<file path="src/hw/rtl/nlc_pkg.sv">
// Shared types and codes for the numeric literal classifier.
package nlc_pkg;

  // Character classes produced by the front end, one per input word.
  typedef enum logic [4:0] {
    CC_ZERO,     // '0'
    CC_DIGIT,    // '1'..'9'
    CC_DOT,      // '.'
    CC_UNDER,    // '_'
    CC_SIGN,     // '+' or '-'
    CC_XDIG,     // a c d A C D
    CC_LET_B,    // b B
    CC_LET_E,    // e E
    CC_LET_F,    // f F
    CC_LET_X,    // x X
    CC_LET_P,    // p P
    CC_LET_U,    // u U
    CC_LET_I,    // i
    CC_LET_L,    // L
    CC_LETTER,   // any other ASCII letter
    CC_FOREIGN,  // above 0x7f, not a line separator
    CC_OTHER     // end of input, white space, punctuation, line separators
  } char_class_t;

  typedef enum logic [2:0] {
    PH_START,
    PH_LEAD_DOT,
    PH_AFTER_ZERO,
    PH_MAIN,
    PH_EXP_SIGN,
    PH_DOT_PENDING,
    PH_SUFFIX
  } phase_t;

  typedef enum logic [1:0] {
    SK_NONE,
    SK_INT,
    SK_FLOAT
  } suffix_kind_t;

  typedef struct packed {
    logic l;
    logic i;
    logic f;
    logic u;
  } suffix_seen_t;

  localparam logic [1:0] ST_PENDING = 2'd0;
  localparam logic [1:0] ST_INT     = 2'd1;
  localparam logic [1:0] ST_FLOAT   = 2'd2;
  localparam logic [1:0] ST_REJECT  = 2'd3;

  localparam int unsigned CHAR_W = 21;
  localparam int unsigned LEN_W  = 8;
  localparam int unsigned CFG_IDX_W = 1;

  localparam logic [CFG_IDX_W-1:0] CFG_INT_ALLOWED   = 1'd0;
  localparam logic [CFG_IDX_W-1:0] CFG_FLOAT_ALLOWED = 1'd1;

  typedef struct packed {
    logic [1:0]       status;
    logic [LEN_W-1:0] token_length;
  } result_t;

endpackage

</file>
<file path="src/hw/rtl/nlc_fifo.sv">
// Small register FIFO used as the class queue and the result queue.
module nlc_fifo #(
  parameter int unsigned WIDTH = 8,
  parameter int unsigned DEPTH = 2
) (
  input  logic             clk,
  input  logic             rst_n,
  input  logic             push,
  input  logic [WIDTH-1:0] wr_data,
  output logic             full,
  input  logic             pop,
  output logic [WIDTH-1:0] rd_data,
  output logic             empty
);

  localparam int unsigned AW = (DEPTH > 1) ? $clog2(DEPTH) : 1;
  localparam int unsigned CW = $clog2(DEPTH + 1);

  logic [WIDTH-1:0] mem_r [DEPTH];
  logic [AW-1:0]    wr_ptr_r, wr_ptr_nxt;
  logic [AW-1:0]    rd_ptr_r, rd_ptr_nxt;
  logic [CW-1:0]    cnt_r, cnt_nxt;
  logic             do_push, do_pop;

  assign full    = (cnt_r == CW'(DEPTH));
  assign empty   = (cnt_r == '0);
  assign do_push = push & ~full;
  assign do_pop  = pop & ~empty;
  assign rd_data = mem_r[rd_ptr_r];

  always_comb begin
    wr_ptr_nxt = wr_ptr_r;
    rd_ptr_nxt = rd_ptr_r;
    if (do_push) begin
      wr_ptr_nxt = (wr_ptr_r == AW'(DEPTH - 1)) ? '0 : wr_ptr_r + 1'b1;
    end
    if (do_pop) begin
      rd_ptr_nxt = (rd_ptr_r == AW'(DEPTH - 1)) ? '0 : rd_ptr_r + 1'b1;
    end
    cnt_nxt = cnt_r + CW'(do_push) - CW'(do_pop);
  end

  always_ff @(posedge clk) begin
    if (!rst_n) begin
      wr_ptr_r <= '0;
      rd_ptr_r <= '0;
      cnt_r    <= '0;
    end else begin
      wr_ptr_r <= wr_ptr_nxt;
      rd_ptr_r <= rd_ptr_nxt;
      cnt_r    <= cnt_nxt;
    end
  end

  always_ff @(posedge clk) begin
    if (do_push) begin
      mem_r[wr_ptr_r] <= wr_data;
    end
  end

endmodule

</file>
<file path="src/hw/rtl/nlc_front.sv">
// Front end: takes code points and reduces each to a character class.
module nlc_front (
  input  logic                       in_push,
  input  logic [nlc_pkg::CHAR_W-1:0] in_char_code,
  input  logic                       q_full,
  output logic                       q_push,
  output nlc_pkg::char_class_t       q_class
);

  localparam logic [6:0] CH_ZERO  = 7'h30;
  localparam logic [6:0] CH_NINE  = 7'h39;
  localparam logic [6:0] CH_DOT   = 7'h2e;
  localparam logic [6:0] CH_UNDER = 7'h5f;
  localparam logic [6:0] CH_PLUS  = 7'h2b;
  localparam logic [6:0] CH_MINUS = 7'h2d;
  localparam logic [6:0] CH_LOW_I = 7'h69;
  localparam logic [6:0] CH_UP_L  = 7'h4c;
  localparam logic [nlc_pkg::CHAR_W-1:0] ASCII_MAX = 21'h7f;
  localparam logic [nlc_pkg::CHAR_W-1:0] LINE_SEP  = 21'h2028;
  localparam logic [nlc_pkg::CHAR_W-1:0] PARA_SEP  = 21'h2029;

  logic       ascii;
  logic [6:0] ch;
  logic [6:0] lc;      // folded to lower case, meaningful for letters only
  logic       letter;

  assign q_push = in_push & ~q_full;
  assign ascii  = (in_char_code <= ASCII_MAX);
  assign ch     = in_char_code[6:0];
  assign lc     = ch | 7'h20;
  assign letter = ascii && ((ch >= 7'h41 && ch <= 7'h5a) || (ch >= 7'h61 && ch <= 7'h7a));

  always_comb begin
    q_class = nlc_pkg::CC_OTHER;
    priority if (!ascii) begin
      if (in_char_code != LINE_SEP && in_char_code != PARA_SEP) begin
        q_class = nlc_pkg::CC_FOREIGN;
      end
    end else if (ch == CH_ZERO) begin
      q_class = nlc_pkg::CC_ZERO;
    end else if (ch > CH_ZERO && ch <= CH_NINE) begin
      q_class = nlc_pkg::CC_DIGIT;
    end else if (ch == CH_DOT) begin
      q_class = nlc_pkg::CC_DOT;
    end else if (ch == CH_UNDER) begin
      q_class = nlc_pkg::CC_UNDER;
    end else if (ch == CH_PLUS || ch == CH_MINUS) begin
      q_class = nlc_pkg::CC_SIGN;
    end else if (ch == CH_LOW_I) begin
      q_class = nlc_pkg::CC_LET_I;
    end else if (ch == CH_UP_L) begin
      q_class = nlc_pkg::CC_LET_L;
    end else if (letter) begin
      unique case (lc)
        7'h62:   q_class = nlc_pkg::CC_LET_B;
        7'h65:   q_class = nlc_pkg::CC_LET_E;
        7'h66:   q_class = nlc_pkg::CC_LET_F;
        7'h78:   q_class = nlc_pkg::CC_LET_X;
        7'h70:   q_class = nlc_pkg::CC_LET_P;
        7'h75:   q_class = nlc_pkg::CC_LET_U;
        7'h61,
        7'h63,
        7'h64:   q_class = nlc_pkg::CC_XDIG;
        default: q_class = nlc_pkg::CC_LETTER;
      endcase
    end else begin
      q_class = nlc_pkg::CC_OTHER;
    end
  end

endmodule

</file>
<file path="src/hw/rtl/nlc_back.sv">
// Back end: token state machine, one class per unstalled cycle.
module nlc_back #(
  parameter int unsigned MAX_TOKEN_LEN = 255
) (
  input  logic                          clk,
  input  logic                          rst_n,
  // configuration
  input  logic                          cfg_valid,
  input  logic [nlc_pkg::CFG_IDX_W-1:0] cfg_index,
  input  logic                          cfg_data,
  // class queue
  input  logic                          q_empty,
  input  nlc_pkg::char_class_t          q_class,
  output logic                          q_pop,
  // result queue
  input  logic                          r_full,
  output logic                          r_push,
  output nlc_pkg::result_t              r_data
);

  localparam int unsigned CNT_W = $clog2(MAX_TOKEN_LEN + 1);

  logic                  int_allowed_r, float_allowed_r;
  nlc_pkg::phase_t       phase_r, phase_nxt;
  logic                  rx_hex_r, rx_hex_nxt, rx_bin_r, rx_bin_nxt;
  logic                  pg_dig_r, pg_dig_nxt, pg_dot_r, pg_dot_nxt, pg_exp_r, pg_exp_nxt;
  nlc_pkg::suffix_seen_t sf_r, sf_nxt;
  nlc_pkg::suffix_kind_t sk_r, sk_nxt;
  logic [CNT_W-1:0]      cnt_r, cnt_nxt;
  logic                  step;
  logic [1:0]            dec_status;
  logic [CNT_W-1:0]      dec_len;

  assign step = ~q_empty & ~r_full;

  function automatic logic [CNT_W-1:0] adv(input logic [CNT_W-1:0] c);
    adv = (c < CNT_W'(MAX_TOKEN_LEN)) ? c + 1'b1 : c;
  endfunction

  // next state and decision
  always_comb begin
    nlc_pkg::phase_t       ph;
    nlc_pkg::suffix_seen_t sf;
    nlc_pkg::suffix_kind_t sk, kind;
    logic [CNT_W-1:0]      cnt;
    logic hex, bin, dig, dot, exp, done, en, is_dig, is_xl, is_alnum, isf, isp;
    ph  = phase_r;
    hex = rx_hex_r;
    bin = rx_bin_r;
    dig = pg_dig_r;
    dot = pg_dot_r;
    exp = pg_exp_r;
    sf  = sf_r;
    sk  = sk_r;
    cnt = cnt_r;
    kind = nlc_pkg::SK_NONE;
    isf  = 1'b0;
    isp  = 1'b0;
    done = 1'b0;
    dec_status = nlc_pkg::ST_PENDING;
    dec_len    = '0;
    en       = int_allowed_r | float_allowed_r;
    is_dig   = (q_class == nlc_pkg::CC_ZERO) || (q_class == nlc_pkg::CC_DIGIT);
    is_xl    = (q_class == nlc_pkg::CC_XDIG) || (q_class == nlc_pkg::CC_LET_B) ||
               (q_class == nlc_pkg::CC_LET_E) || (q_class == nlc_pkg::CC_LET_F);
    is_alnum = is_dig || (q_class >= nlc_pkg::CC_XDIG && q_class <= nlc_pkg::CC_LETTER);

    // lead-in phases, settle or hand over to the main phase
    unique case (ph)
      nlc_pkg::PH_START: begin
        if (q_class == nlc_pkg::CC_DOT) begin
          cnt = adv(cnt); ph = nlc_pkg::PH_LEAD_DOT; done = 1'b1;
        end else if (q_class == nlc_pkg::CC_ZERO) begin
          cnt = adv(cnt); ph = nlc_pkg::PH_AFTER_ZERO; done = 1'b1;
        end else if (q_class == nlc_pkg::CC_DIGIT && en) begin
          ph = nlc_pkg::PH_MAIN;
        end else begin
          done = 1'b1; dec_status = nlc_pkg::ST_REJECT;
        end
      end
      nlc_pkg::PH_LEAD_DOT: begin
        if (!is_dig || !en) begin
          done = 1'b1; dec_status = nlc_pkg::ST_REJECT;
        end else begin
          dot = 1'b1; ph = nlc_pkg::PH_MAIN;
        end
      end
      nlc_pkg::PH_AFTER_ZERO: begin
        if (q_class == nlc_pkg::CC_LET_B || q_class == nlc_pkg::CC_LET_X) begin
          bin  = (q_class == nlc_pkg::CC_LET_B);
          hex  = (q_class == nlc_pkg::CC_LET_X);
          cnt  = adv(cnt);
          done = 1'b1;
          ph   = nlc_pkg::PH_MAIN;
          if (!en) dec_status = nlc_pkg::ST_REJECT;
        end else if (!en) begin
          done = 1'b1; dec_status = nlc_pkg::ST_REJECT;
        end else begin
          dig = 1'b1; ph = nlc_pkg::PH_MAIN;
        end
      end
      nlc_pkg::PH_EXP_SIGN: begin
        ph = nlc_pkg::PH_MAIN;
        if (q_class == nlc_pkg::CC_SIGN) begin
          cnt = adv(cnt); done = 1'b1;
        end
      end
      nlc_pkg::PH_DOT_PENDING: begin
        if (is_dig || (hex && is_xl)) begin
          dot = 1'b1; ph = nlc_pkg::PH_MAIN;
        end else if (is_alnum || q_class == nlc_pkg::CC_UNDER ||
                     q_class == nlc_pkg::CC_DOT || q_class == nlc_pkg::CC_FOREIGN) begin
          // dot starts a property: integer without the dot
          done = 1'b1;
          if (int_allowed_r) begin
            dec_status = nlc_pkg::ST_INT; dec_len = cnt - 1'b1;
          end else begin
            dec_status = nlc_pkg::ST_REJECT;
          end
        end else begin
          done = 1'b1;
          if (float_allowed_r) begin
            dec_status = nlc_pkg::ST_FLOAT; dec_len = cnt;
          end else begin
            dec_status = nlc_pkg::ST_REJECT;
          end
        end
      end
      nlc_pkg::PH_MAIN, nlc_pkg::PH_SUFFIX: begin
      end
      default: begin
        done = 1'b1; dec_status = nlc_pkg::ST_REJECT;
      end
    endcase

    // main body: digits, underscores, dot, exponent
    if (!done && ph == nlc_pkg::PH_MAIN) begin
      isp = (q_class == nlc_pkg::CC_LET_P);
      if (is_dig || (hex && !exp && is_xl)) begin
        cnt = adv(cnt); dig = 1'b1; done = 1'b1;
      end else if (q_class == nlc_pkg::CC_DOT && dig && !dot && !exp && !bin) begin
        cnt = adv(cnt); ph = nlc_pkg::PH_DOT_PENDING; done = 1'b1;
      end else if (q_class == nlc_pkg::CC_UNDER) begin
        cnt = adv(cnt); done = 1'b1;
      end else if (q_class == nlc_pkg::CC_LET_E || isp) begin
        done = 1'b1;
        if (exp || bin || (hex && !isp) || (!hex && isp)) begin
          dec_status = nlc_pkg::ST_REJECT;
        end else begin
          cnt = adv(cnt); dig = 1'b0; exp = 1'b1; ph = nlc_pkg::PH_EXP_SIGN;
        end
      end else if (!dig) begin
        done = 1'b1; dec_status = nlc_pkg::ST_REJECT;
      end else begin
        ph = nlc_pkg::PH_SUFFIX;
      end
    end

    // suffixes and the end of the token
    if (!done && ph == nlc_pkg::PH_SUFFIX) begin
      done = 1'b1;
      isf  = dot | exp;
      if (q_class == nlc_pkg::CC_LET_U) begin
        if (sf.u || sf.i || sf.f || isf) begin
          dec_status = nlc_pkg::ST_REJECT;
        end else begin
          sf.u = 1'b1; sk = nlc_pkg::SK_INT; cnt = adv(cnt);
        end
      end else if (q_class == nlc_pkg::CC_LET_F) begin
        if (sf.u || sf.f || sf.i) begin
          dec_status = nlc_pkg::ST_REJECT;
        end else begin
          sf.f = 1'b1; sk = nlc_pkg::SK_FLOAT; cnt = adv(cnt);
        end
      end else if (q_class == nlc_pkg::CC_LET_I) begin
        if (sf.i || sf.u) begin
          dec_status = nlc_pkg::ST_REJECT;
        end else begin
          sf.i = 1'b1; sk = nlc_pkg::SK_FLOAT; cnt = adv(cnt);
        end
      end else if (q_class == nlc_pkg::CC_LET_L) begin
        if (sf.l || sf.f || sf.i) begin
          dec_status = nlc_pkg::ST_REJECT;
        end else begin
          sf.l = 1'b1; cnt = adv(cnt);
        end
      end else if (is_alnum || q_class == nlc_pkg::CC_FOREIGN) begin
        dec_status = nlc_pkg::ST_REJECT;
      end else begin
        kind = isf ? nlc_pkg::SK_FLOAT : sk;
        if (int_allowed_r && kind != nlc_pkg::SK_FLOAT) begin
          dec_status = nlc_pkg::ST_INT; dec_len = cnt;
        end else if (float_allowed_r && kind != nlc_pkg::SK_INT) begin
          dec_status = nlc_pkg::ST_FLOAT; dec_len = cnt;
        end else begin
          dec_status = nlc_pkg::ST_REJECT;
        end
      end
    end

    phase_nxt  = phase_r;
    rx_hex_nxt = rx_hex_r;
    rx_bin_nxt = rx_bin_r;
    pg_dig_nxt = pg_dig_r;
    pg_dot_nxt = pg_dot_r;
    pg_exp_nxt = pg_exp_r;
    sf_nxt     = sf_r;
    sk_nxt     = sk_r;
    cnt_nxt    = cnt_r;
    if (step) begin
      if (dec_status != nlc_pkg::ST_PENDING) begin
        phase_nxt  = nlc_pkg::PH_START;
        rx_hex_nxt = 1'b0;
        rx_bin_nxt = 1'b0;
        pg_dig_nxt = 1'b0;
        pg_dot_nxt = 1'b0;
        pg_exp_nxt = 1'b0;
        sf_nxt     = '0;
        sk_nxt     = nlc_pkg::SK_NONE;
        cnt_nxt    = '0;
      end else begin
        phase_nxt  = ph;
        rx_hex_nxt = hex;
        rx_bin_nxt = bin;
        pg_dig_nxt = dig;
        pg_dot_nxt = dot;
        pg_exp_nxt = exp;
        sf_nxt     = sf;
        sk_nxt     = sk;
        cnt_nxt    = cnt;
      end
    end
  end

  // outputs
  always_comb begin
    logic [15:0] len_ext;
    len_ext             = 16'(dec_len);
    q_pop               = step;
    r_push              = step;
    r_data.status       = dec_status;
    r_data.token_length = (len_ext > 16'd255) ? 8'hff : len_ext[7:0];
  end

  always_ff @(posedge clk) begin
    if (!rst_n) begin
      int_allowed_r   <= 1'b1;
      float_allowed_r <= 1'b1;
      phase_r         <= nlc_pkg::PH_START;
      rx_hex_r        <= 1'b0;
      rx_bin_r        <= 1'b0;
      pg_dig_r        <= 1'b0;
      pg_dot_r        <= 1'b0;
      pg_exp_r        <= 1'b0;
      sf_r            <= '0;
      sk_r            <= nlc_pkg::SK_NONE;
      cnt_r           <= '0;
    end else begin
      if (cfg_valid && cfg_index == nlc_pkg::CFG_INT_ALLOWED) begin
        int_allowed_r <= cfg_data;
      end
      if (cfg_valid && cfg_index == nlc_pkg::CFG_FLOAT_ALLOWED) begin
        float_allowed_r <= cfg_data;
      end
      phase_r  <= phase_nxt;
      rx_hex_r <= rx_hex_nxt;
      rx_bin_r <= rx_bin_nxt;
      pg_dig_r <= pg_dig_nxt;
      pg_dot_r <= pg_dot_nxt;
      pg_exp_r <= pg_exp_nxt;
      sf_r     <= sf_nxt;
      sk_r     <= sk_nxt;
      cnt_r    <= cnt_nxt;
    end
  end

  a_settled_clears: assert property (@(posedge clk) disable iff (!rst_n)
    step && dec_status != nlc_pkg::ST_PENDING |=> cnt_r == '0 && phase_r == nlc_pkg::PH_START)
    else $error("token state not cleared after a settled word");

  a_cnt_bound: assert property (@(posedge clk) disable iff (!rst_n)
    cnt_r <= CNT_W'(MAX_TOKEN_LEN))
    else $error("consumed count beyond saturation");

  a_dot_has_digit: assert property (@(posedge clk) disable iff (!rst_n)
    phase_r == nlc_pkg::PH_DOT_PENDING |-> pg_dig_r && !pg_dot_r && !pg_exp_r)
    else $error("pending dot without digits");

  a_suffix_has_digit: assert property (@(posedge clk) disable iff (!rst_n)
    phase_r == nlc_pkg::PH_SUFFIX |-> pg_dig_r)
    else $error("suffix phase without digits");

  a_radix_excl: assert property (@(posedge clk) disable iff (!rst_n)
    !(rx_hex_r && rx_bin_r))
    else $error("hex and binary both set");

  a_pending_no_len: assert property (@(posedge clk) disable iff (!rst_n)
    r_push && (r_data.status == nlc_pkg::ST_PENDING || r_data.status == nlc_pkg::ST_REJECT)
    |-> r_data.token_length == '0)
    else $error("length on a pending or rejected word");

endmodule

</file>
<file path="src/hw/rtl/numeric_literal_classifier.sv">
// Numeric literal classifier: throughput of one code point per clock while the queues have
// room. A word pushed at the input is classified by the front end and queued; the back-end
// state machine takes one queued class per cycle unless the queues stall it and writes exactly
// one result (pending, integer, float or rejected, plus the token length) into the output
// queue, where it can be popped once registered. The back end's state update sets the rate;
// the two queues let either side stall without stopping the other. Configuration writes are
// always ready and must only be issued while no character is in flight.
module numeric_literal_classifier #(
  parameter int unsigned MAX_TOKEN_LEN = 255,  // saturation of the consumed count, 16..65535
  parameter int unsigned QUEUE_DEPTH   = 2     // depth of both queues, at least 2
) (
  input  logic                          clk,
  input  logic                          rst_n,
  // character input
  input  logic                          in_push,
  input  logic [nlc_pkg::CHAR_W-1:0]    in_char_code,
  output logic                          in_full,
  // results
  output logic                          out_empty,
  input  logic                          out_pop,
  output logic [1:0]                    out_status,
  output logic [nlc_pkg::LEN_W-1:0]     out_token_length,
  // configuration writes
  input  logic                          cfg_valid,
  output logic                          cfg_ready,
  input  logic [nlc_pkg::CFG_IDX_W-1:0] cfg_index,
  input  logic                          cfg_data
);

  localparam int unsigned CLS_W = $bits(nlc_pkg::char_class_t);
  localparam int unsigned RES_W = $bits(nlc_pkg::result_t);

  logic                 q_push, q_full, q_empty, q_pop;
  nlc_pkg::char_class_t q_wr_class, q_rd_class;
  logic [CLS_W-1:0]     q_rd_raw;
  logic                 r_push, r_full;
  nlc_pkg::result_t     r_wr, r_rd;
  logic [RES_W-1:0]     r_rd_raw;

  assign cfg_ready = 1'b1;

  // front end: classify each incoming code point
  nlc_front u_front (
    .in_push      (in_push),
    .in_char_code (in_char_code),
    .q_full       (q_full),
    .q_push       (q_push),
    .q_class      (q_wr_class)
  );

  assign in_full = q_full;

  // class queue between front and back
  nlc_fifo #(
    .WIDTH (CLS_W),
    .DEPTH (QUEUE_DEPTH)
  ) u_class_q (
    .clk     (clk),
    .rst_n   (rst_n),
    .push    (q_push),
    .wr_data (q_wr_class),
    .full    (q_full),
    .pop     (q_pop),
    .rd_data (q_rd_raw),
    .empty   (q_empty)
  );

  assign q_rd_class = nlc_pkg::char_class_t'(q_rd_raw);

  // back end: token state machine and configuration registers
  nlc_back #(
    .MAX_TOKEN_LEN (MAX_TOKEN_LEN)
  ) u_back (
    .clk       (clk),
    .rst_n     (rst_n),
    .cfg_valid (cfg_valid),
    .cfg_index (cfg_index),
    .cfg_data  (cfg_data),
    .q_empty   (q_empty),
    .q_class   (q_rd_class),
    .q_pop     (q_pop),
    .r_full    (r_full),
    .r_push    (r_push),
    .r_data    (r_wr)
  );

  // result queue towards the consumer
  nlc_fifo #(
    .WIDTH (RES_W),
    .DEPTH (QUEUE_DEPTH)
  ) u_result_q (
    .clk     (clk),
    .rst_n   (rst_n),
    .push    (r_push),
    .wr_data (r_wr),
    .full    (r_full),
    .pop     (out_pop),
    .rd_data (r_rd_raw),
    .empty   (out_empty)
  );

  assign r_rd             = nlc_pkg::result_t'(r_rd_raw);
  assign out_status       = r_rd.status;
  assign out_token_length = r_rd.token_length;

endmodule

</file>
<file path="config.mk">
export PLATFORM = sky130hd
export DESIGN_NAME = numeric_literal_classifier
export DESIGN_NICKNAME = d
export VERILOG_FILES = /design/src/hw/rtl/nlc_pkg.sv /design/src/hw/rtl/nlc_fifo.sv /design/src/hw/rtl/nlc_front.sv /design/src/hw/rtl/nlc_back.sv /design/src/hw/rtl/numeric_literal_classifier.sv
export SDC_FILE = /design/constraint.sdc
export NUM_CORES = 1
export LEC_CHECK = 0
export ABC_AREA = 1
export ABC_CLOCK_PERIOD_IN_PS = 7900
export BUFFER_PORTS_ARGS = -buffer_cell sky130_fd_sc_hd__buf_2
export CAP_MARGIN = 20
export CORE_MARGIN = 5
export CORE_UTILIZATION = 40
export DETAILED_ROUTE_END_ITERATION = 8
export GPL_ROUTABILITY_DRIVEN = 0
export PLACE_DENSITY = 0.61
export SLEW_MARGIN = 10
export SYNTH_ARGS = -nofsm -noshare
export SYNTH_HDL_FRONTEND = slang
export SYNTH_HIERARCHICAL = 1
export SYNTH_SLANG_ARGS = --single-unit
</file>
<file path="constraint.sdc">
create_clock -name clk -period 7.9 [get_ports clk]
set_input_delay 0.79 -clock clk [delete_from_list [all_inputs] [get_ports clk]]
set_output_delay 0.79 -clock clk [all_outputs]
set_load 0.02 [all_outputs]
</file>
# [Word level (Yosys, flattened, before mapping)]
# Memory sizes are Yosys's and may differ from the RTL's. A register that Yosys moved wholly into a read port is not among the register bits.
# Index checks and enable logic that the tools add are counted.
[totals] mem_count=2 wordCells=358 reg_bits=32 input_bits=28 ramBits=30 output_inout_bits=13
[classes] bitwise_logic=13 n_lt_le_gt_ge=12 n_mux=169 n_eq_ne=54 addsub=12 reduce_logical=76
[mem_list] name="u_result_q.mem_r" words=2 word_bits=10 rd=1 rd_clocked_by_memory_dff=1 write_ports=1 line="nlc_fifo.sv:19" source="logic [WIDTH-1:0] mem_r [DEPTH];"
[mem_list] name="u_class_q.mem_r" words=2 word_bits=5 rd=1 rd_clocked_by_memory_dff=1 write_ports=1 line="nlc_fifo.sv:19"
[ops] operator="$mux W8" n=36
[ops] operator="$mux W2" n=36
[ops] operator="$mux W1" n=63
[ops] operator="$eq A6 B6 Y1 const B" n=9
[ops] operator="$mux W5" n=10
[ops] operator="$mux W3" n=16
[ops] operator="$ne A21 B14 Y1 const B" n=2
[ops] operator="$eq A5 B4 Y1 const B" n=7
[ops] operator="$eq A7 B6 Y1 const B" n=4
[ops] operator="$pmux W4 S7" n=1
[ops] operator="$logic_or A1 B1 Y1" n=26
[ops] operator="$add A8 B1 Y8 const B" n=3
[ops] operator="$lt A8 B8 Y1 const B" n=3
[ops] operator="$pmux W8 S3" n=1
[ops] operator="$logic_and A1 B1 Y1" n=22
[ops] operator="$eq A7 B7 Y1 const B" n=3
[ops] operator="$le A21 B7 Y1 const B" n=1
[ops] operator="$eq A5 B3 Y1 const B" n=4
[ops] operator="$ne A2 B2 Y1 const B" n=8
[ops] operator="$pmux W3 S5" n=1
[ops] operator="$ge A7 B7 Y1 const B" n=2
[ops] operator="$le A7 B7 Y1 const B" n=2
[ops] operator="$eq A3 B3 Y1 const B" n=4
[ops] operator="$reduce_and A6 Y1" n=2
[ops] operator="35 further kinds" n=70

# [Longest topological paths before layout]
# Gate-level depths: netlist of the first run.
[logic_depth] ltp_word=30 mapped_depth=26 depth_no_buf=26

# [Hierarchy]
# Netlist of the first run, hierarchy kept.
[by_module_without_submodules] mod="nlc_back" cells_per_inst=534 seq_area_each_um2=480.5 n_inst=1 area_per_inst_um2=3047.9
[by_module_without_submodules] mod="nlc_fifo at u_result_q" cells_per_inst=69 seq_area_each_um2=700.7 n_inst=1 area_per_inst_um2=1014.7
[by_module_without_submodules] mod="nlc_fifo at u_class_q" cells_per_inst=52 seq_area_each_um2=400.4 n_inst=1 area_per_inst_um2=605.6
[by_module_without_submodules] mod="nlc_front" cells_per_inst=122 seq_area_each_um2=0.0 n_inst=1 area_per_inst_um2=535.5
[by_module_without_submodules] mod="numeric_literal_classifier" cells_per_inst=2 seq_area_each_um2=0.0 n_inst=1 area_per_inst_um2=11.3

# [Worst setup path after synthesis of the first run]
# Ideal clock, no wire load.
[synth_path] path_kind="register -> register" startpoint="register with a tool-made name" endpoint="register u_back.cnt_r[1]" t_required_ns=7.830 t_arrival_ns=3.325 setup_time_ns=0.070 synth_period_minus_slack_ns=3.395 stages_incl_launch_ff=26 n_path_buf=0 slack_ns=4.505 path_cell_list="dfxtp_1 > mux2_2 > nor2_2 > nand3_2 > nand2_1 > nand2_2 > nand3_4 > nand2_4 > nand2_1 > o21ai_4 > ha_1 > nand3_1 > inv_1 > nand2_2 > nand2_1 > nand2_1 > and2_4 > ha_1 > nand3_2 > nor2_4 > nand3_4 > nand2_1 > nand2_1 > nand2_1 > nand2_1 > a21oi_1"
[synth_lines] item="end signal, assigned" line="nlc_back.sv:273" source="cnt_r <= cnt_nxt;"
[synth_lines] item="end, declared" line="nlc_back.sv:29" source="logic [CNT_W-1:0] cnt_r, cnt_nxt;"

==> reports/metrics.csv, run 1 <==
metric,value,unit
status,"complete, no violations",
DR WL/cell,13.0,um
flop2flop setup slack,4.03,ns
Initial Util,41.0,%
routed via count,5094,
Worst Hold Class,register to register,
Slew @ Worst Pin,0.861,ns
Core Area,12700,sq um
Setup CP Type,register to register,
Syn Area/Cell,6.69,sq um
Crit path arrival time,4.13,ns
Worst Path Required,8.15,ns
Max stage delay on crit path,0.43,ns
CP most frequent cell,nand2_1,
Final WS setup,4.03,ns
post-CTS setup buffers,0,
"commonest cells after routing, fill and taps aside","nand2_1 (195), inv_1 (102), nand3_1 (89)",
Final Hold Viols,0,
GR Util All Layers,17.7,%
Post-Synthesis Cells,779,
PwrDens,214,nW/um^2
"Period Utilization, post-route",49.0,%
CTS resizes,0,
TritonCTS clock tree,done,
CP max FO,12,
drt drc,0,
crit start category,register,
final wirelength,12900,um
critical path's slowest cell,mux2_2,
CP endpoint kind,register,
Max VDD drop,110,uV
Rel. slew slack,42.4,%
largest net degree at the start of global routing,16,
Pins Over Slew Limit,0,
register area,1580,sq um
vias in the first global route,4530,
CTS sink cnt,64,
grt ovf,0,
"commonest non-fill, non-tap cell in the layout",nand2_1,
RSZ-0062 raised after global routing,no,
dpl ws,4.07,ns
Syn Nets,815,
first-pass GRT wire length,21400,um
Synth Cell Area,5220,sq um
Die W,124,um
clk buf depth,2,
Final #Nets,854,
row count,41,
Root Buffer,clkbuf_16,
post-route ant nets,0,
H-tree Lvls,3,
worst path cell trace,mux2_2 -> inv_2 -> nand3_2 -> inv_2 -> nand2_1 -> nand2_1 -> a21oi_2 -> nand2_1 -> nand2_1 -> nor2_4 -> nand2_4 -> nor2_4 -> nand2_1 -> nand2_1 -> and2_4 -> ha_1 -> nand3_2 -> nor2_4 -> nand3_4 -> nand2_1 -> nand2_1 -> nand2_1 -> nand2_1 -> a21oi_1,
Port Buf Inserts,39,
DPL Wire Length,10300,um
fillcell total,1363,
"Async S/R FF share, synth",0,%
clk_skew,0.0107,ns
fmax,258,MHz
Post-CTS Hold Buffers,0,
MaxCap Viol Count,0,
initial antenna violation count,0,
Die H,124,um
IO Count,41,
Worst Path Buf+Inv,2,
initial detailed-routing violation count,376,
via-per-instance ratio,5.12,
Tmin final,3.87,ns
setup_tns,0,ns
die area,15400,sq um
Multi-input gate area,3120,sq um
Setup-failing EPs final,0,
Skew-Pair Late Insertion Delay,0.33,ns
ant diodes,0,
P_leak,2.62,nW
Post-synth EDFFs,30,
Initial DRT Pass Iterations,5,
clock-pin slew of the registers on the worst-case setup and hold paths,0.06,ns
count of cell types in the netlist,52,
Syn. warnings,6,
sequential share of the synthesized area,30.3,%
Post-synth top flop,dfxtp_1,
Synth-to-Final Area Change,11.5,%
crit-path leading delay family,simple AND/OR/NAND/NOR gates,
"FF+latch count, synth",64,
cts bufs inserted,9,
fraction of layout cells with a size suffix above 1,17.7,%
==> cell usage after synthesis (3+ instances only) <==
library cell / instances / area (sq um)
nand3_1: 89 / 445
a22oi_1: 7 / 52.6
nand3_2: 5 / 50.1
nand4_1: 21 / 131
nor2_2: 16 / 100
a21oi_1: 38 / 190
nand3b_1: 4 / 30.0
a21oi_2: 5 / 43.8
o22ai_1: 10 / 62.6
nand2_4: 4 / 45.0
xor2_1: 5 / 43.8
edfxtp_1: 30 / 901
buf_6: 3 / 33.8
mux2_2: 5 / 56.3
o21ai_0: 18 / 90.1
nor3_1: 9 / 45.0
nor2_1: 88 / 330
inv_1: 102 / 383
inv_2: 12 / 45.0
nor2_4: 7 / 78.8
nand2_2: 16 / 100
nand2_1: 195 / 732
buf_2: 4 / 20.0
dfxtp_1: 34 / 681
mux2_4: 10 / 150
ha_1: 8 / 100
==> cell families (layout without fill, tap and decap cells) <==
group           after synthesis  count (layout)  share of synthesized area [%]
flops                        64              64                           30.3
buf+inv                     128             172                           9.91
other cells                   1               1                         0.0719
fa+ha+maj                     8               8                           1.92
xor+xnor                      6               6                           1.15
compound gates               92              92                           10.7
mux                          15              15                           3.96
simple gates                465             465                           41.9
==> where the power goes <==
part / total, mW / switching [mW] / internal (mW)
registers: 0.459 / 0.0369 / 0.422
clock network: 0.356 / 0.145 / 0.210
logic: 0.430 / 0.277 / 0.153
==> registers in the layout, indices dropped and copies added, names as in the netlist, 2 cells and up, named ones only <==
signal / flops
u_back/sk_r: 2
u_class_q/mem_r: 10
u_back/sf_r: 4
u_class_q/cnt_r: 2
u_back/phase_r: 3
u_back/cnt_r: 8
u_result_q/cnt_r: 2
u_result_q/mem_r: 20
==> per-layer routing <==
| metal | global-route usage [%] | vias up | part of all wire (%) |
|---|---|---|---|
| met4 | 6.50 | 0 | 1.4 |
| met3 | 2.95 | 14 | 6.1 |
| met2 | 27.4 | 160 | 43 |
| met5 | 0 | - | 0 |
| met1 | 24.7 | 2278 | 50 |
| li1 | - | 2642 | - |
==> tightest hold or removal path: stages (launching register included) <==
cell     delay, ns
dfxtp_1       0.31
inv_1         0.05
a21oi_1       0.06
==> layout make-up <==
cell class | instances | area share (%)
inverters | 116 | 7.49
multi-input cells | 587 | 53.6
repair buffers | 40 | 3.48
flip-flops and latches | 64 | 27.2
clock buffers | 10 | 3.94
clock inverters | 6 | 0.624
well taps | 172 | 3.70
==> per-stage QoR <==
step	util, %	std cells	hold slack [ns]	cell area [sq um]	total power [mW]
3_3_place_gp	43.6	979	0.447	5550	0.900
5_1_grt	45.7	995	0.497	5820	1.33
4_1_cts	45.7	995	0.466	5820	1.26
6_report	45.7	995	0.466	5820	1.24
2_1_floorplan	-	779	0.430	5220	0.792
3_5_place_dp	43.6	979	0.459	5550	0.900
==> worst paths after layout <==
check	start	depth (start not counted)	endpoint
setup reg to reg	register	24	u_back/cnt_r[1]$_SDFFE_PN0P_
hold reg to reg	u_back/sf_r[0]$_SDFFE_PN0P_	2	u_back/sf_r[0]$_SDFFE_PN0P_
hold / removal	u_back/sf_r[0]$_SDFFE_PN0P_	2	u_back/sf_r[0]$_SDFFE_PN0P_
setup / recovery	register	24	u_back/cnt_r[1]$_SDFFE_PN0P_
(Power assumes the default switching activity.)
==> run 2: changes to the inputs <==
--- a/config.mk
+++ b/config.mk
@@ -6,7 +6,7 @@
 export NUM_CORES = 1
 export LEC_CHECK = 0
 export ABC_AREA = 1
-export ABC_CLOCK_PERIOD_IN_PS = 7900
+export ABC_CLOCK_PERIOD_IN_PS = 3750
 export BUFFER_PORTS_ARGS = -buffer_cell sky130_fd_sc_hd__buf_2
 export CAP_MARGIN = 20
 export CORE_MARGIN = 5
==> constraint.sdc (replaced) <==
create_clock -name clk -period 3.75 [get_ports clk]
set_input_delay 0.375 -clock clk [delete_from_list [all_inputs] [get_ports clk]]
set_output_delay 0.375 -clock clk [all_outputs]
set_load 0.02 [all_outputs]
==> reports/metrics.csv, run 2 (synthesized netlist as in run 1, its figures left out) <==
metric,value,unit
GR Util All Layers,18.0,%
H-tree Lvls,3,
Final Hold Viols,0,
fmax,287,MHz
DR WL/cell,13.3,um
status,"complete, no violations",
Initial DRT Pass Iterations,5,
grt ovf,0,
Final Cell Area,6040,sq um
vias in the first global route,4623,
die area,15400,sq um
biggest regs,"u_result_q/mem_r (20), u_class_q/mem_r (10), u_back/cnt_r (8)",
Pins Over Slew Limit,0,
clock-pin slew of the registers on the worst-case setup and hold paths,0.06,ns
"Period Utilization, post-route",92.9,%
Setup CP Type,register to register,
overall power,2.73,mW
Final #Nets,870,
clk buf depth,2,
Die W,124,um
initial antenna violation count,0,
Synth-to-Final Area Change,15.8,%
Die H,124,um
Max VDD drop,239,uV
post-route ant nets,0,
Port Buf Inserts,39,
dpl cell area,5660,sq um
Biggest register,u_result_q/mem_r,
drt drc,0,
Rel. slew slack,40.1,%
IO Count,41,
Post-CTS Hold Buffers,0,
PwrDens,453,nW/um^2
Worst Hold Class,input pin to register,
Final WS setup,0.265,ns
GRT Max-Usage Layer,met2,
ant diodes,0,
"commonest cells after routing, fill and taps aside","nand2_1 (194), inv_1 (101), nor2_1 (88), nand3_1 (88), buf_2 (39)",
Setup-failing EPs final,0,
final wirelength,13400,um
met2 Use GR,27.4,%
row count,41,
Skew-Pair Late Insertion Delay,0.33,ns
first-pass GRT wire length,22000,um
CTS sink cnt,64,
Largest register FFs,20,
global routing usage on met3,3.32,%
final hold slack,0.306,ns
TritonCTS clock tree,done,
Tmin final,3.49,ns
initial detailed-routing violation count,520,
Core Area,12700,sq um
Worst Path Required,4.01,ns
MaxCap Viol Count,0,
CP max FO,11,
dpl ws,0.0694,ns
DPL Wire Length,10500,um
met1 Usage GRT,25.5,%
P_leak,2.73,nW
"commonest non-fill, non-tap cell in the layout",nand2_1,
routed via count,5196,
crit start category,register,
CP endpoint kind,register,
Slew @ Worst Pin,0.896,ns
final design utilization,47.5,%
Root Buffer,clkbuf_16,
Crit path arrival time,3.75,ns
clk_skew,0.00770,ns
fraction of layout cells with a size suffix above 1,19.9,%
cts bufs inserted,9,
Initial Util,41.0,%
via-per-instance ratio,5.14,
largest net degree at the start of global routing,16,
## run 2: cell types whose count changed in the layout (fill, tap and decap cells not counted), moves of 4 or more
cell and change:
nor2_4 +4, mux2_4 +5, mux2_2 -5, buf_4 +16, nor2_2 -4
## run 2: worst max-delay path, stage by stage (launching register included)
cell      delay, ns
dfxtp_4        0.39
mux2_4         0.37
nor2_4         0.18
nand3_2        0.10
buf_4          0.16
nand2_4        0.10
nand3b_1       0.12
nand3_1        0.09
nand2_1        0.08
nand2_1        0.13
nand2_1        0.11
nor2_4         0.13
nor2_4         0.05
buf_4          0.17
nand3_1        0.09
and2_4         0.16
ha_1           0.18
nand3_2        0.15
nor2_4         0.14
nand3_4        0.13
nand2_1        0.10
nand2_1        0.06
nand2_1        0.05
nand2_1        0.04
a21oi_1        0.11
## run 2: per-stage QoR
stage          setup TNS, ns  cells
6_report                   0   1011
3_3_place_gp               0    993
5_1_grt             -0.00225   1011
2_1_floorplan              0    779
4_1_cts                    0   1009
3_5_place_dp               0    993
## run 2: repair_timing
| item | in CTS | in global routing |
|---|---|---|
| setup buffers | 0 | 2 |
| setup endpoints to repair | 0 | 13 |
| gates resized for setup | 0 | 21 |
## run 2: metal layers
| layer | up-vias | share of wire (%) | wire [um] |
|---|---|---|---|
| li1 | 2673 | - | - |
| met1 | 2320 | 48 | 6480 |
| met2 | 183 | 43 | 5820 |
| met3 | 20 | 6.5 | 873 |
| met4 | 0 | 1.8 | 238 |
| met5 | - | 0 | 0 |
## run 2: final cells by class
class,instances,area (sq um)
Clock buffer,9,225
Clock inverter,7,62.6
Fill cell,1315,6680
Inverter,116,438
Multi-Input combinational cell,587,3190
Sequential cell,64,1590
Tap cell,172,215
Timing Repair Buffer,56,323
## run 2: power breakdown
group | total (mW) | switching (mW) | internal, mW
Clock | 0.813 | 0.306 | 0.507
Combinational | 0.948 | 0.607 | 0.341
Sequential | 0.973 | 0.0814 | 0.892
## run 2: worst paths after layout
check | slack [ns] | cells past startpoint | to | start
worst min register to register | 0.45 | 2 | u_back/sf_r[0]$_SDFFE_PN0P_ | u_back/sf_r[0]$_SDFFE_PN0P_
worst max register to register | 0.26 | 24 | u_back/cnt_r[1]$_SDFFE_PN0P_ | register
worst min-delay path | 0.31 | 3 | u_back/float_allowed_r$_SDFFE_PN1P_ | cfg_data
worst max-delay path | 0.26 | 24 | u_back/cnt_r[1]$_SDFFE_PN0P_ | register
==> run 3: changes to the inputs <==
--- a/config.mk
+++ b/config.mk
@@ -5,7 +5,6 @@
 export SDC_FILE = /design/constraint.sdc
 export NUM_CORES = 1
 export LEC_CHECK = 0
-export ABC_AREA = 1
 export ABC_CLOCK_PERIOD_IN_PS = 3750
 export BUFFER_PORTS_ARGS = -buffer_cell sky130_fd_sc_hd__buf_2
 export CAP_MARGIN = 20
==> reports/metrics.csv, run 3 <==
metric,value,unit
Slew @ Worst Pin,0.842,ns
Skew-Pair Late Insertion Delay,0.34,ns
sequential share of the synthesized area,29.7,%
fmax,260,MHz
Final #Nets,825,
critical path's slowest cell,or4_1,
Largest register FFs,20,
Worst R2R End,u_back/cnt_r[0]$_SDFFE_PN0P_,
worst path cell trace,mux2_4 -> or4_1 -> a21oi_2 -> a32oi_1 -> buf_4 -> nor4_4 -> buf_4 -> o2111ai_2 -> nor3_2 -> mux2i_1 -> or3_4 -> or4_1 -> nand3_1,
clock-pin slew of the registers on the worst-case setup and hold paths,0.06,ns
largest family of logic cells by synthesized area,simple AND/OR/NAND/NOR gates,
clk_skew,0.0115,ns
"FF+latch count, synth",64,
initial antenna violation count,0,
RSZ-0062 raised after global routing,yes,
area fraction in compound gates after synthesis,25.8,%
Worst Hold Class,input pin to register,
CP endpoint kind,register,
Setup CP Type,register to register,
failing checks,setup timing,
DR WL/cell,17.8,um
largest net degree at the start of global routing,24,
Worst Path Required,4.03,ns
Rel. slew slack,43.7,%
most frequent cell after synthesis,nor2_1,
fraction of layout cells with a size suffix above 1,37.3,%
Syn. warnings,6,
DPL Wire Length,12500,um
Setup-failing EPs final,8,
Core Area,13100,sq um
GR Util All Layers,21.2,%
dpl ws,-0.249,ns
Final Hold Viols,0,
Post-Synthesis Cells,648,
H-tree Lvls,3,
Initial DRT Pass Iterations,5,
MaxCap Viol Count,0,
crit start category,register,
row count,42,
post-route ant nets,0,
PwrDens,364,nW/um^2
Die W,125,um
via-per-instance ratio,5.95,
"commonest non-fill, non-tap cell in the layout",buf_4,
Max VDD drop,237,uV
first-pass GRT wire length,27400,um
Syn Nets,684,
"area leader, netlist",edfxtp_1,
P_leak,3.02,nW
area share of the largest cell type after synthesis,16.9,%
TritonCTS clock tree,done,
adder-cell share of the synthesized area,1.88,%
Synth Cell Area,5320,sq um
"Period Utilization, post-route",103,%
vias in the first global route,5452,
"Async S/R FF share, synth",0,%
flop2flop setup slack,-0.10,ns
XOR/XNOR Fraction of Synth Area,2.28,%
ant diodes,0,
min-delay src,cfg_data,
CP max FO,8,
CTS sink cnt,64,
Post-synth EDFFs,30,
grt ovf,0,
final wirelength,17300,um
hold path depth,3,
initial detailed-routing violation count,618,
Post-synth top flop,dfxtp_1,
Port Buf Inserts,39,
Syn Area/Cell,8.21,sq um
post-synthesis mux area share,5.90,%
Die H,125,um
Tmin final,3.85,ns
R2R cell count,13,
"commonest cells after routing, fill and taps aside","buf_4 (121), nor2_1 (54), nand2_1 (48)",
"top cells by area, synth","edfxtp_1 (17%), dfxtp_1 (13%), nor2_1 (4.2%), mux2_2 (4.0%), nand2_1 (3.5%)",
routed via count,5773,
cts bufs inserted,9,
Max stage delay on crit path,0.58,ns
biggest regs,"u_result_q/mem_r (20), u_class_q/mem_r (10), u_back/cnt_r (8)",
clk buf depth,2,
IO Count,41,
die area,15700,sq um
drt drc,0,
Synth-to-Final Area Change,40.5,%
Initial Util,40.5,%
Commonest cells post-synth,"nor2_1 (59), nand2_1 (50), a21oi_1 (34), dfxtp_1 (34), o21ai_0 (33)",
Biggest register,u_result_q/mem_r,
status,"complete, but fails checks",
Post-Synth Simple-Gate Area,29.4,%
Crit path arrival time,4.13,ns
fillcell total,1135,
Final WS setup,-0.102,ns
Pins Over Slew Limit,0,
count of cell types in the netlist,86,
overall power,2.72,mW
Root Buffer,clkbuf_16,
Post-CTS Hold Buffers,0,
Min-Delay Endpoint,u_back/int_allowed_r$_SDFFE_PN1P_,
==> run 3: layer usage <==
metal / GRT usage (%) / wire [um] / vias to the layer above
li1: - / - / 2752
met1: 27.7 / 7500 / 2769
met2: 36.0 / 8400 / 219
met3: 3.67 / 1000 / 33
met4: 6.19 / 357 / 0
met5: 0 / 0 / -
==> run 3: where the power goes <==
group / switching (mW) / total [mW] / internal [mW]
Sequential: 0.0642 / 0.915 / 0.851
Combinational: 0.501 / 0.813 / 0.313
Clock: 0.335 / 0.993 / 0.658
Total: 0.900 / 2.72 / 1.82
==> run 3: worst max-delay path by stage <==
stage / startpoint / endpoint / cells after the start
final: register / u_back/cnt_r[0]$_SDFFE_PN0P_ / 13
after floorplan: register / u_back/cnt_r[4]$_SDFFE_PN0P_ / 17
after global placement: register / u_result_q/mem_r[1][6]$_DFFE_PP_ / 14
after detailed placement: register / u_back/cnt_r[6]$_SDFFE_PN0P_ / 14
after global routing: register / u_back/cnt_r[7]$_SDFFE_PN0P_ / 17
after CTS: register / u_back/cnt_r[6]$_SDFFE_PN0P_ / 17
==> run 3: kinds of logic (layout without fill, tap and decap cells) <==
kind of cell	Yosys count	count (layout)
flip-flops	64	64
AO/OA/AOI/OAI	192	192
AND/OR/NAND/NOR	277	277
multiplexers	29	29
XOR/XNOR	13	13
other	1	1
adder cells (fa/ha/maj)	8	8
buffers and inverters	64	210
==> run 3: critical path, delay by kind of cell, from the launching register on <==
kind                   cells  cell delay [ns]
multiplexers               2             0.51
AND/OR/NAND/NOR            6             2.18
AO/OA/AOI/OAI              3             0.34
buffers and inverters      2             0.37
flip-flops                 1             0.39
==> run 3: area by class of cell <==
cell class / count / area (sq um) / area share, %
inverter: 25 / 93.8 / 1.25
clock inverter: 7 / 128 / 1.71
timing repair buffer: 169 / 1210 / 16.2
sequential: 64 / 1590 / 21.2
tap: 176 / 220 / 2.94
clock buffer: 9 / 225 / 3.01
multi-input combinational: 520 / 4020 / 53.7
==> run 3: per-stage QoR <==
stage / TNS [ns] / hold WS, ns / utilization [%] / instance area (sq um) / instances
after global placement: -2.04 / 0.462 / 49.2 / 6460 / 921
after global routing: -2.78 / 0.306 / 56.9 / 7480 / 970
after detailed placement: -4.38 / 0.474 / 49.2 / 6460 / 921
after CTS: -0.540 / 0.264 / 54.4 / 7150 / 957
after floorplan: -1.28 / 0.439 / - / 5490 / 648
final: -0.511 / 0.278 / 56.9 / 7480 / 970
==> run 3: what timing repair did <==
item	CTS	global route
setup buffers	20	14
pin swaps	15	20
resized for setup	39	50
endpoints found under the setup margin	31	34
